### src/sv/usbsr_pkg.sv
// types, codes and constants shared by the usb suspend/resume controller
`default_nettype none

package usbsr_pkg;

  // resume state machine phases
  typedef enum logic [1:0] {
    PH_OFF   = 2'd0,
    PH_WAIT  = 2'd1,
    PH_START = 2'd2,
    PH_ON    = 2'd3
  } phase_e;

  // configuration register indexes
  typedef enum logic [1:0] {
    CFG_IRQ_EN    = 2'd0,
    CFG_SUSP_EN   = 2'd1,
    CFG_FRAME_INT = 2'd2
  } cfg_idx_e;

  // interrupt enable bit positions
  localparam int unsigned EN_SOF  = 0;
  localparam int unsigned EN_RST  = 2;
  localparam int unsigned EN_WKUP = 5;
  localparam int unsigned EN_SUSP = 6;
  localparam int unsigned EN_ESOF = 7;

  localparam logic [7:0] LATER_TICKS  = 8'd2;
  localparam logic [7:0] RESUME_TICKS = 8'd10;
  localparam logic [2:0] MISSED_LIMIT = 3'd3;
  localparam logic [2:0] MISSED_MAX   = 3'd7;

  localparam int unsigned CFG_DATA_W = 16;
  localparam int unsigned IN_W       = 9;
  localparam int unsigned OUT_W      = 9;
  localparam int unsigned TDATA_W    = 16;

  typedef struct packed {
    phase_e      phase;
    logic [7:0]  ticks;
    logic        rw_on;
    logic [2:0]  missed;
    logic [15:0] frame_cnt;
    logic        resume;
    logic        suspend;
    logic        lowpower;
  } state_t;

  typedef struct packed {
    logic [7:0]  irq_en;
    logic        susp_en;
    logic [15:0] frame_int;
  } cfg_t;

  typedef struct packed {
    logic rw_req;
    logic dp_high;
    logic esof;
    logic susp;
    logic wkup;
    logic err;
    logic ovr;
    logic rst;
    logic sof;
  } item_t;

  typedef struct packed {
    logic       rw_active;
    phase_e     phase;
    logic       frame_tick;
    logic       bus_reset;
    logic       reset_pulse;
    logic       low_power;
    logic       suspend_mode;
    logic       resume_drive;
  } result_t;

endpackage

`default_nettype wire

### src/sv/usbsr_step.sv
// next-state and result logic for one interrupt-status snapshot
`default_nettype none

module usbsr_step (
  input  wire usbsr_pkg::state_t  state_i,
  input  wire usbsr_pkg::cfg_t    cfg_i,
  input  wire usbsr_pkg::item_t   item_i,
  output usbsr_pkg::state_t  state_o,
  output usbsr_pkg::result_t result_o
);
  import usbsr_pkg::*;

  always_comb begin
    state_t s;
    logic   sof, rst, wkup, susp, esof;
    logic   pulse, tick;

    s     = state_i;
    sof   = item_i.sof  & cfg_i.irq_en[EN_SOF];
    rst   = item_i.rst  & cfg_i.irq_en[EN_RST];
    wkup  = item_i.wkup & cfg_i.irq_en[EN_WKUP];
    susp  = item_i.susp & cfg_i.irq_en[EN_SUSP];
    esof  = item_i.esof & cfg_i.irq_en[EN_ESOF];
    pulse = 1'b0;
    tick  = 1'b0;

    // remote wakeup goes first
    if (item_i.rw_req) begin
      s.resume   = 1'b0;
      s.suspend  = 1'b0;
      s.lowpower = 1'b0;
      s.phase    = PH_START;
      s.rw_on    = 1'b1;
    end

    // frame divider
    if (sof) begin
      if (s.frame_cnt == cfg_i.frame_int) begin
        s.frame_cnt = '0;
        tick        = 1'b1;
      end else begin
        s.frame_cnt = s.frame_cnt + 16'd1;
      end
    end

    if (wkup) begin
      if (!s.rw_on) begin
        s.resume   = 1'b0;
        s.suspend  = 1'b0;
        s.lowpower = 1'b0;
        s.phase    = PH_OFF;
      end else begin
        s.phase = PH_ON;
      end
    end

    if (susp) begin
      if (cfg_i.susp_en) begin
        pulse      = 1'b1;
        s.suspend  = 1'b1;
        s.lowpower = 1'b1;
      end else begin
        s.ticks = LATER_TICKS;
        s.phase = PH_WAIT;
      end
    end

    if (esof) begin
      if (item_i.dp_high) begin
        if (s.missed != MISSED_MAX) s.missed = s.missed + 3'd1;
        if (s.missed > MISSED_LIMIT && !s.suspend) begin
          pulse    = 1'b1;
          s.missed = '0;
        end
      end else begin
        s.missed = '0;
      end

      // resume timing tick
      unique case (s.phase)
        PH_WAIT: begin
          s.ticks = s.ticks - 8'd1;
          if (s.ticks == 8'd0) s.phase = PH_START;
        end
        PH_START: begin
          s.resume = 1'b1;
          s.phase  = PH_ON;
          s.ticks  = RESUME_TICKS;
        end
        PH_ON: begin
          s.ticks = s.ticks - 8'd1;
          if (s.ticks == 8'd0) begin
            s.resume = 1'b0;
            s.phase  = PH_OFF;
            s.rw_on  = 1'b0;
          end
        end
        default: s.phase = PH_OFF;
      endcase
    end

    state_o               = s;
    result_o.resume_drive = s.resume;
    result_o.suspend_mode = s.suspend;
    result_o.low_power    = s.lowpower;
    result_o.reset_pulse  = pulse;
    result_o.bus_reset    = rst;
    result_o.frame_tick   = tick;
    result_o.phase        = s.phase;
    result_o.rw_active    = s.rw_on;
  end

endmodule

`default_nettype wire

### src/sv/usb_suspend_resume_controller.sv
// top level of the usb full-speed device suspend/resume controller
`default_nettype none

// Takes one interrupt-status snapshot per request and returns exactly one
// result per request. A request is held in an input register; once the output
// register is free, the suspend/resume state is updated by one pass of logic
// and the result is captured in the output register. One request is accepted
// every clock cycle while the consumer keeps up. While a result waits for the
// consumer the input register can still take one request; after that the input
// stalls until the waiting result is taken. The sustained rate is set by the
// single state update per cycle. Configuration writes take effect at the next
// edge and should only be done while no request is in flight.
module usb_suspend_resume_controller (
  input  wire                              clk_i,
  input  wire                              rst_ni,
  // configuration write port
  input  wire                              cfg_we_i,
  input  wire [1:0]                        cfg_index_i,
  input  wire [usbsr_pkg::CFG_DATA_W-1:0]  cfg_data_i,
  // request stream
  input  wire                              s_axis_tvalid_i,
  output logic                             s_axis_tready_o,
  // tdata from bit 0: sof_flag, reset_flag, overrun_flag, error_flag,
  // wakeup_flag, suspend_flag, esof_flag, line_dp_high,
  // remote_wakeup_request, zero fill
  input  wire [usbsr_pkg::TDATA_W-1:0]     s_axis_tdata_i,
  // result stream
  output logic                             m_axis_tvalid_o,
  input  wire                              m_axis_tready_i,
  // tdata from bit 0: resume_drive, suspend_mode, low_power,
  // force_reset_pulse, bus_reset_seen, frame_tick, resume_phase (2 bits),
  // remote_wakeup_active, zero fill
  output logic [usbsr_pkg::TDATA_W-1:0]    m_axis_tdata_o
);
  import usbsr_pkg::*;

  // configuration registers
  cfg_t    cfg_q;

  // input register
  logic    in_valid_q;
  item_t   in_item_q;

  // suspend/resume state
  state_t  state_q, state_d;
  result_t result_d;

  // output register
  logic    out_valid_q;
  result_t out_res_q;

  logic    advance;
  logic    s_accept;

  // move the held request into the output register when it is free
  assign advance         = in_valid_q & (~out_valid_q | m_axis_tready_i);
  assign s_axis_tready_o = ~in_valid_q | advance;
  assign s_accept        = s_axis_tvalid_i & s_axis_tready_o;

  // configuration writes, unknown indexes ignored
  always_ff @(posedge clk_i or negedge rst_ni) begin
    if (!rst_ni) begin
      cfg_q.irq_en    <= '0;
      cfg_q.susp_en   <= 1'b1;
      cfg_q.frame_int <= '0;
    end else if (cfg_we_i) begin
      unique case (cfg_index_i)
        CFG_IRQ_EN:    cfg_q.irq_en    <= cfg_data_i[7:0];
        CFG_SUSP_EN:   cfg_q.susp_en   <= cfg_data_i[0];
        CFG_FRAME_INT: cfg_q.frame_int <= cfg_data_i;
        default:       ;
      endcase
    end
  end

  // input register valid
  always_ff @(posedge clk_i or negedge rst_ni) begin
    if (!rst_ni) begin
      in_valid_q <= 1'b0;
    end else if (s_axis_tready_o) begin
      in_valid_q <= s_axis_tvalid_i;
    end
  end

  // input payload, no reset needed
  always_ff @(posedge clk_i) begin
    if (s_accept) begin
      in_item_q <= s_axis_tdata_i[IN_W-1:0];
    end
  end

  usbsr_step u_step (
    .state_i  (state_q),
    .cfg_i    (cfg_q),
    .item_i   (in_item_q),
    .state_o  (state_d),
    .result_o (result_d)
  );

  // state commits only when the request moves to the output register
  always_ff @(posedge clk_i or negedge rst_ni) begin
    if (!rst_ni) begin
      state_q <= '{phase: PH_OFF, default: '0};
    end else if (advance) begin
      state_q <= state_d;
    end
  end

  // output register valid
  always_ff @(posedge clk_i or negedge rst_ni) begin
    if (!rst_ni) begin
      out_valid_q <= 1'b0;
    end else if (advance) begin
      out_valid_q <= 1'b1;
    end else if (m_axis_tready_i) begin
      out_valid_q <= 1'b0;
    end
  end

  always_ff @(posedge clk_i) begin
    if (advance) begin
      out_res_q <= result_d;
    end
  end

  assign m_axis_tvalid_o = out_valid_q;
  assign m_axis_tdata_o  = {{(TDATA_W-OUT_W){1'b0}}, out_res_q};

`ifndef ASSERT_OFF
  // a result always follows a request leaving the input register
  assert property (@(posedge clk_i) disable iff (!rst_ni)
    advance |=> out_valid_q)
    else $error("result register not loaded after advance");

  // a frame tick restarts the frame divider
  assert property (@(posedge clk_i) disable iff (!rst_ni)
    advance && result_d.frame_tick |=> state_q.frame_cnt == 16'd0)
    else $error("frame divider not cleared on frame tick");

  // the late-resume wait never sits at a zero tick count
  assert property (@(posedge clk_i) disable iff (!rst_ni)
    state_q.phase == PH_WAIT |-> state_q.ticks != 8'd0)
    else $error("resume wait phase with zero ticks");

  // the input side only stalls while it holds a request
  assert property (@(posedge clk_i) disable iff (!rst_ni)
    !s_axis_tready_o |-> in_valid_q && out_valid_q && !m_axis_tready_i)
    else $error("input stalled without a blocked request");
`endif

endmodule

`default_nettype wire

### config.mk
export PLATFORM = sky130hd
export DESIGN_NAME = usb_suspend_resume_controller
export DESIGN_NICKNAME = d
export VERILOG_FILES = /design/src/sv/usbsr_pkg.sv /design/src/sv/usbsr_step.sv /design/src/sv/usb_suspend_resume_controller.sv
export SDC_FILE = /design/constraint.sdc
export NUM_CORES = 1
export LEC_CHECK = 0
export BUFFER_PORTS_ARGS = -buffer_cell sky130_fd_sc_hd__clkbuf_2
export CORE_ASPECT_RATIO = 0.75
export CORE_MARGIN = 2
export CORE_UTILIZATION = 45
export DETAILED_ROUTE_END_ITERATION = 12
export PLACE_DENSITY = 0.69
export SYNTH_ARGS = -nofsm -noshare
export SYNTH_HDL_FRONTEND = slang
export SYNTH_SLANG_ARGS = --single-unit
export TNS_END_PERCENT = 5
### constraint.sdc
create_clock -name clk_i -period 2.9 [get_ports clk_i]
set_input_delay 0.435 -clock clk_i [delete_from_list [all_inputs] [get_ports clk_i]]
set_output_delay 0.435 -clock clk_i [all_outputs]
set_load 0.01 [all_outputs]
==> metrics.txt <==
Crit path largest cell delay between 500 and 600 ps; Worst Path Max Fanout 9; DPL Wire Length 6.284 mm; Reg2Reg Capture Point m_axis_tdata_o[7]$_DFFE_PP_; Core ar. around 8000 um2; sequential cell area fraction in the yosys report 0.5070; Req. time, crit path just over 3000 ps; worst-margin pin slew 997.1 ps; vias in the first global route between 2000 and 3000; Hold WS 252.1 ps; Routed WL 8.519 mm; Tmin final roughly 2700 ps; Cells after Synth approximately 350; all-layer global routing usage 0.2071; routed vias approximately 2900; Relative slew margins 0.3338; Final Hold Fails 0; Hold EP in_item_q[1]$_DFFE_PP_; Max Slew Vio Count 0; maximum VDD drop around 0.00038 V; crit path kind register to register; Worst Slack Setup Final between 200 and 250 ps; Initial DRT Pass Iterations 4; clock-pin slew on the worst setup and hold paths about 80 ps; CP max stage cell dfstp_2; Post-Synth Simple-Gate Area 0.1858; R2R Setup Slk between 200 and 250 ps; hold wc startpoint s_axis_tdata_i[1]; clk_skew 13.90 ps; Reg2Reg Launch Point cfg_q[16]$_DFFE_PN1P_; worst hold path class input pin to register; largest net degree at the start of global routing 43; largest family of logic cells by synthesized area simple AND/OR/NAND/NOR gates; max-cap viol count 0; Post-route DRC 0; Ys Warns 0; Die H 83.20 um; multiplexer area fraction after synthesis 0.07380; RSZ-0062 raised after global routing false; crit start category register; std cell rows 28; Iteration-0 DRC Markers 173; Achievable Freq 370.7 MHz; Yosys cell types around 60; Max H-tree Level 3; placed cell count around 490; #FFs+latches synth 73; ys flop type dfrtp_1; Mapped Avg Cell Area 10.78 um2; number of diodes 0; Cell Area, Synth between 3000 and 4000 um2; DR WL/cell 16.84 um; Num CTS Buffers 9; Sum Neg Setup Slack 0 ps; crit path cell chain nand3b_1 -> nand2_1 -> ha_2 -> nor4bb_1 -> a41oi_1 -> o311ai_4 -> o2111ai_4 -> a211o_1 -> o21ai_2; total chip power just under 3 mW; outcome finished, final reports clean; post-synthesis compound-gate area fraction 0.1237; GPL Wtd Cong 0.8957; Overflow after GRT 0; crit end category register; routed vias/inst around 5.6; Die Area between 9000 and 10000 um2; setup violators final 0; Non-Filler Instances between 500 and 600; first-pass GRT wire length around 14 mm; Port Buffer Count 40; post-synthesis adder-cell area fraction 0.01330; worst skew pair latency 360 ps; final worst-path cycle share 0.9301; power per cell area slightly below 700 nW/um2; CTS tree yes; Synth Area in XOR/XNOR 0.06516; CTS root buf clkbuf_8; IO Pins 57; die width 109.6 um; synthesis-to-layout area growth 14.03%; Hold Crit Depth 1; Initial Util 0.4712; antenna viol nets, final 0; Post-synth EDFFs 16; clock sinks 73; initial antenna violation count 0; Fillers between 700 and 800; clk buf depth 2; WP data arrival slightly below 3000 ps; pre-CTS WS around 200 ps; worst-case reg-to-reg path depth 9; layout cells sized above 1 0.2045; FFs w/ async S/R, synth 0.7808; Nets 439; leak pwr 1.819 nW; post-CTS setup buffers 0
[cells by family after synthesis]
group	count (synthesis)
DFF	73
and+or+nand+nor	131
adders and majority gates	4
buffers and inverters	23
xor gates and xnor gates	28
muxes	25
other	1
AOI/OAI and AO/OA	64
[power by group]
part	total [mW]	switching [mW]	internal, mW	leakage [nW]
sequential	1.43	0.193	1.24	0.861
combinational	0.738	0.398	0.340	0.854
clock	0.813	0.375	0.439	0.104
[sequential cells by signal (all words and copies together) (netlist names)]
name,flops
state_q,33
in_valid_q,1
m_axis_tdata_o,9
m_axis_tvalid_o,1
in_item_q,7
cfg_q,22
[per-stage QoR]
stage	utilization	instance area, um2
final	0.5373	4292
after global routing	0.5373	4292
after CTS	0.5370	4289
after detailed placement	0.5102	4075
after global placement	0.5102	4075
after floorplan	-	3786
[critical path, delay by kind of cell, from the launching register on]
kind / cells / cell delay [ps]
DFF: 1 / 570
AOI/OAI and AO/OA: 5 / 910
and+or+nand+nor: 3 / 790
adders and majority gates: 1 / 260
[cell usage after synthesis (all sizes together) (3+ instances only)]
library cell | number | area, um2
a21o | 3 | 22.52
a21oi | 8 | 40.04
a31oi | 6 | 37.54
and2 | 6 | 37.54
and3 | 9 | 56.30
buf | 9 | 61.30
clkbuf | 9 | 33.78
dfrtp | 56 | 1401
edfxtp | 16 | 480.5
ha | 4 | 50.05
inv | 5 | 18.76
mux2 | 22 | 247.7
mux2i | 3 | 30.03
nand2 | 28 | 105.1
nand2b | 8 | 50.05
nand3 | 7 | 35.03
nand3b | 5 | 37.54
nand4 | 11 | 68.82
nor2 | 35 | 138.9
nor3 | 5 | 25.02
o21ai | 22 | 113.9
o31ai | 3 | 22.52
o41ai | 3 | 26.28
or4 | 4 | 41.29
xnor2 | 21 | 183.9
xor2 | 7 | 61.31
[worst max path at each step]
| stage | to | cells after the start | startpoint | slack [ps] |
|---|---|---|---|---|
| 2_1_floorplan | m_axis_tdata_o[7]$_DFFE_PP_ | 10 | cfg_q[16]$_DFFE_PN1P_ | 180 |
| 3_3_place_gp | m_axis_tdata_o[7]$_DFFE_PP_ | 9 | cfg_q[16]$_DFFE_PN1P_ | 270 |
| 3_5_place_dp | m_axis_tdata_o[7]$_DFFE_PP_ | 9 | cfg_q[16]$_DFFE_PN1P_ | 200 |
| 4_1_cts | m_axis_tdata_o[7]$_DFFE_PP_ | 9 | cfg_q[16]$_DFFE_PN1P_ | 180 |
| 5_1_grt | m_axis_tdata_o[7]$_DFFE_PP_ | 9 | cfg_q[16]$_DFFE_PN1P_ | 70 |
| 6_report | m_axis_tdata_o[7]$_DFFE_PP_ | 9 | cfg_q[16]$_DFFE_PN1P_ | 200 |
[repair_timing]
item	CTS	global route
hold endpoints to repair	15	0
setup endpoints to repair	0	1
resized for setup	0	1
hold buffers	1	0
[layout by cell type, fill, tap and decap left out, types with 3 or more instances in the layout]
cell type  count
a21o_1         3
a21oi_1        8
a31oi_1        6
and2_1         6
and3_1         9
buf_4          7
clkbuf_1       3
clkbuf_2      40
clkbuf_8      10
conb_1         7
dfrtp_1       56
edfxtp_1      16
ha_1           3
inv_1          4
mux2_1        12
mux2_2        10
mux2i_1        3
nand2_1       28
nand2b_1       8
nand3_1        7
nand3b_1       5
nand4_1       11
nor2_1        34
nor3_1         5
o21ai_0        5
o21ai_1       16
o31ai_1        3
o41ai_1        3
or4_4          3
xnor2_1       21
xor2_1         7
[layout make-up]
class / count / area (um2) / area share
Multi-Input combinational cell: 259 / 1767 / 0.4117
Sequential cell: 73 / 1908 / 0.4446
Inverter: 5 / 18.77 / 0.004373
Clock buffer: 15 / 198.9 / 0.04636
Timing Repair Buffer: 48 / 262.8 / 0.06122
Clock inverter: 1 / 5.005 / 0.001166
Tap cell: 105 / 131.4 / 0.03061
[per-layer routing]
layer | global-route usage | share of wire
met3 | 0.06515 | 0.085
met2 | 0.2811 | 0.41
met4 | 0.06559 | 0.016
met5 | 0 | 0
met1 | 0.3103 | 0.49
Power figures use the tool's default switching activity.
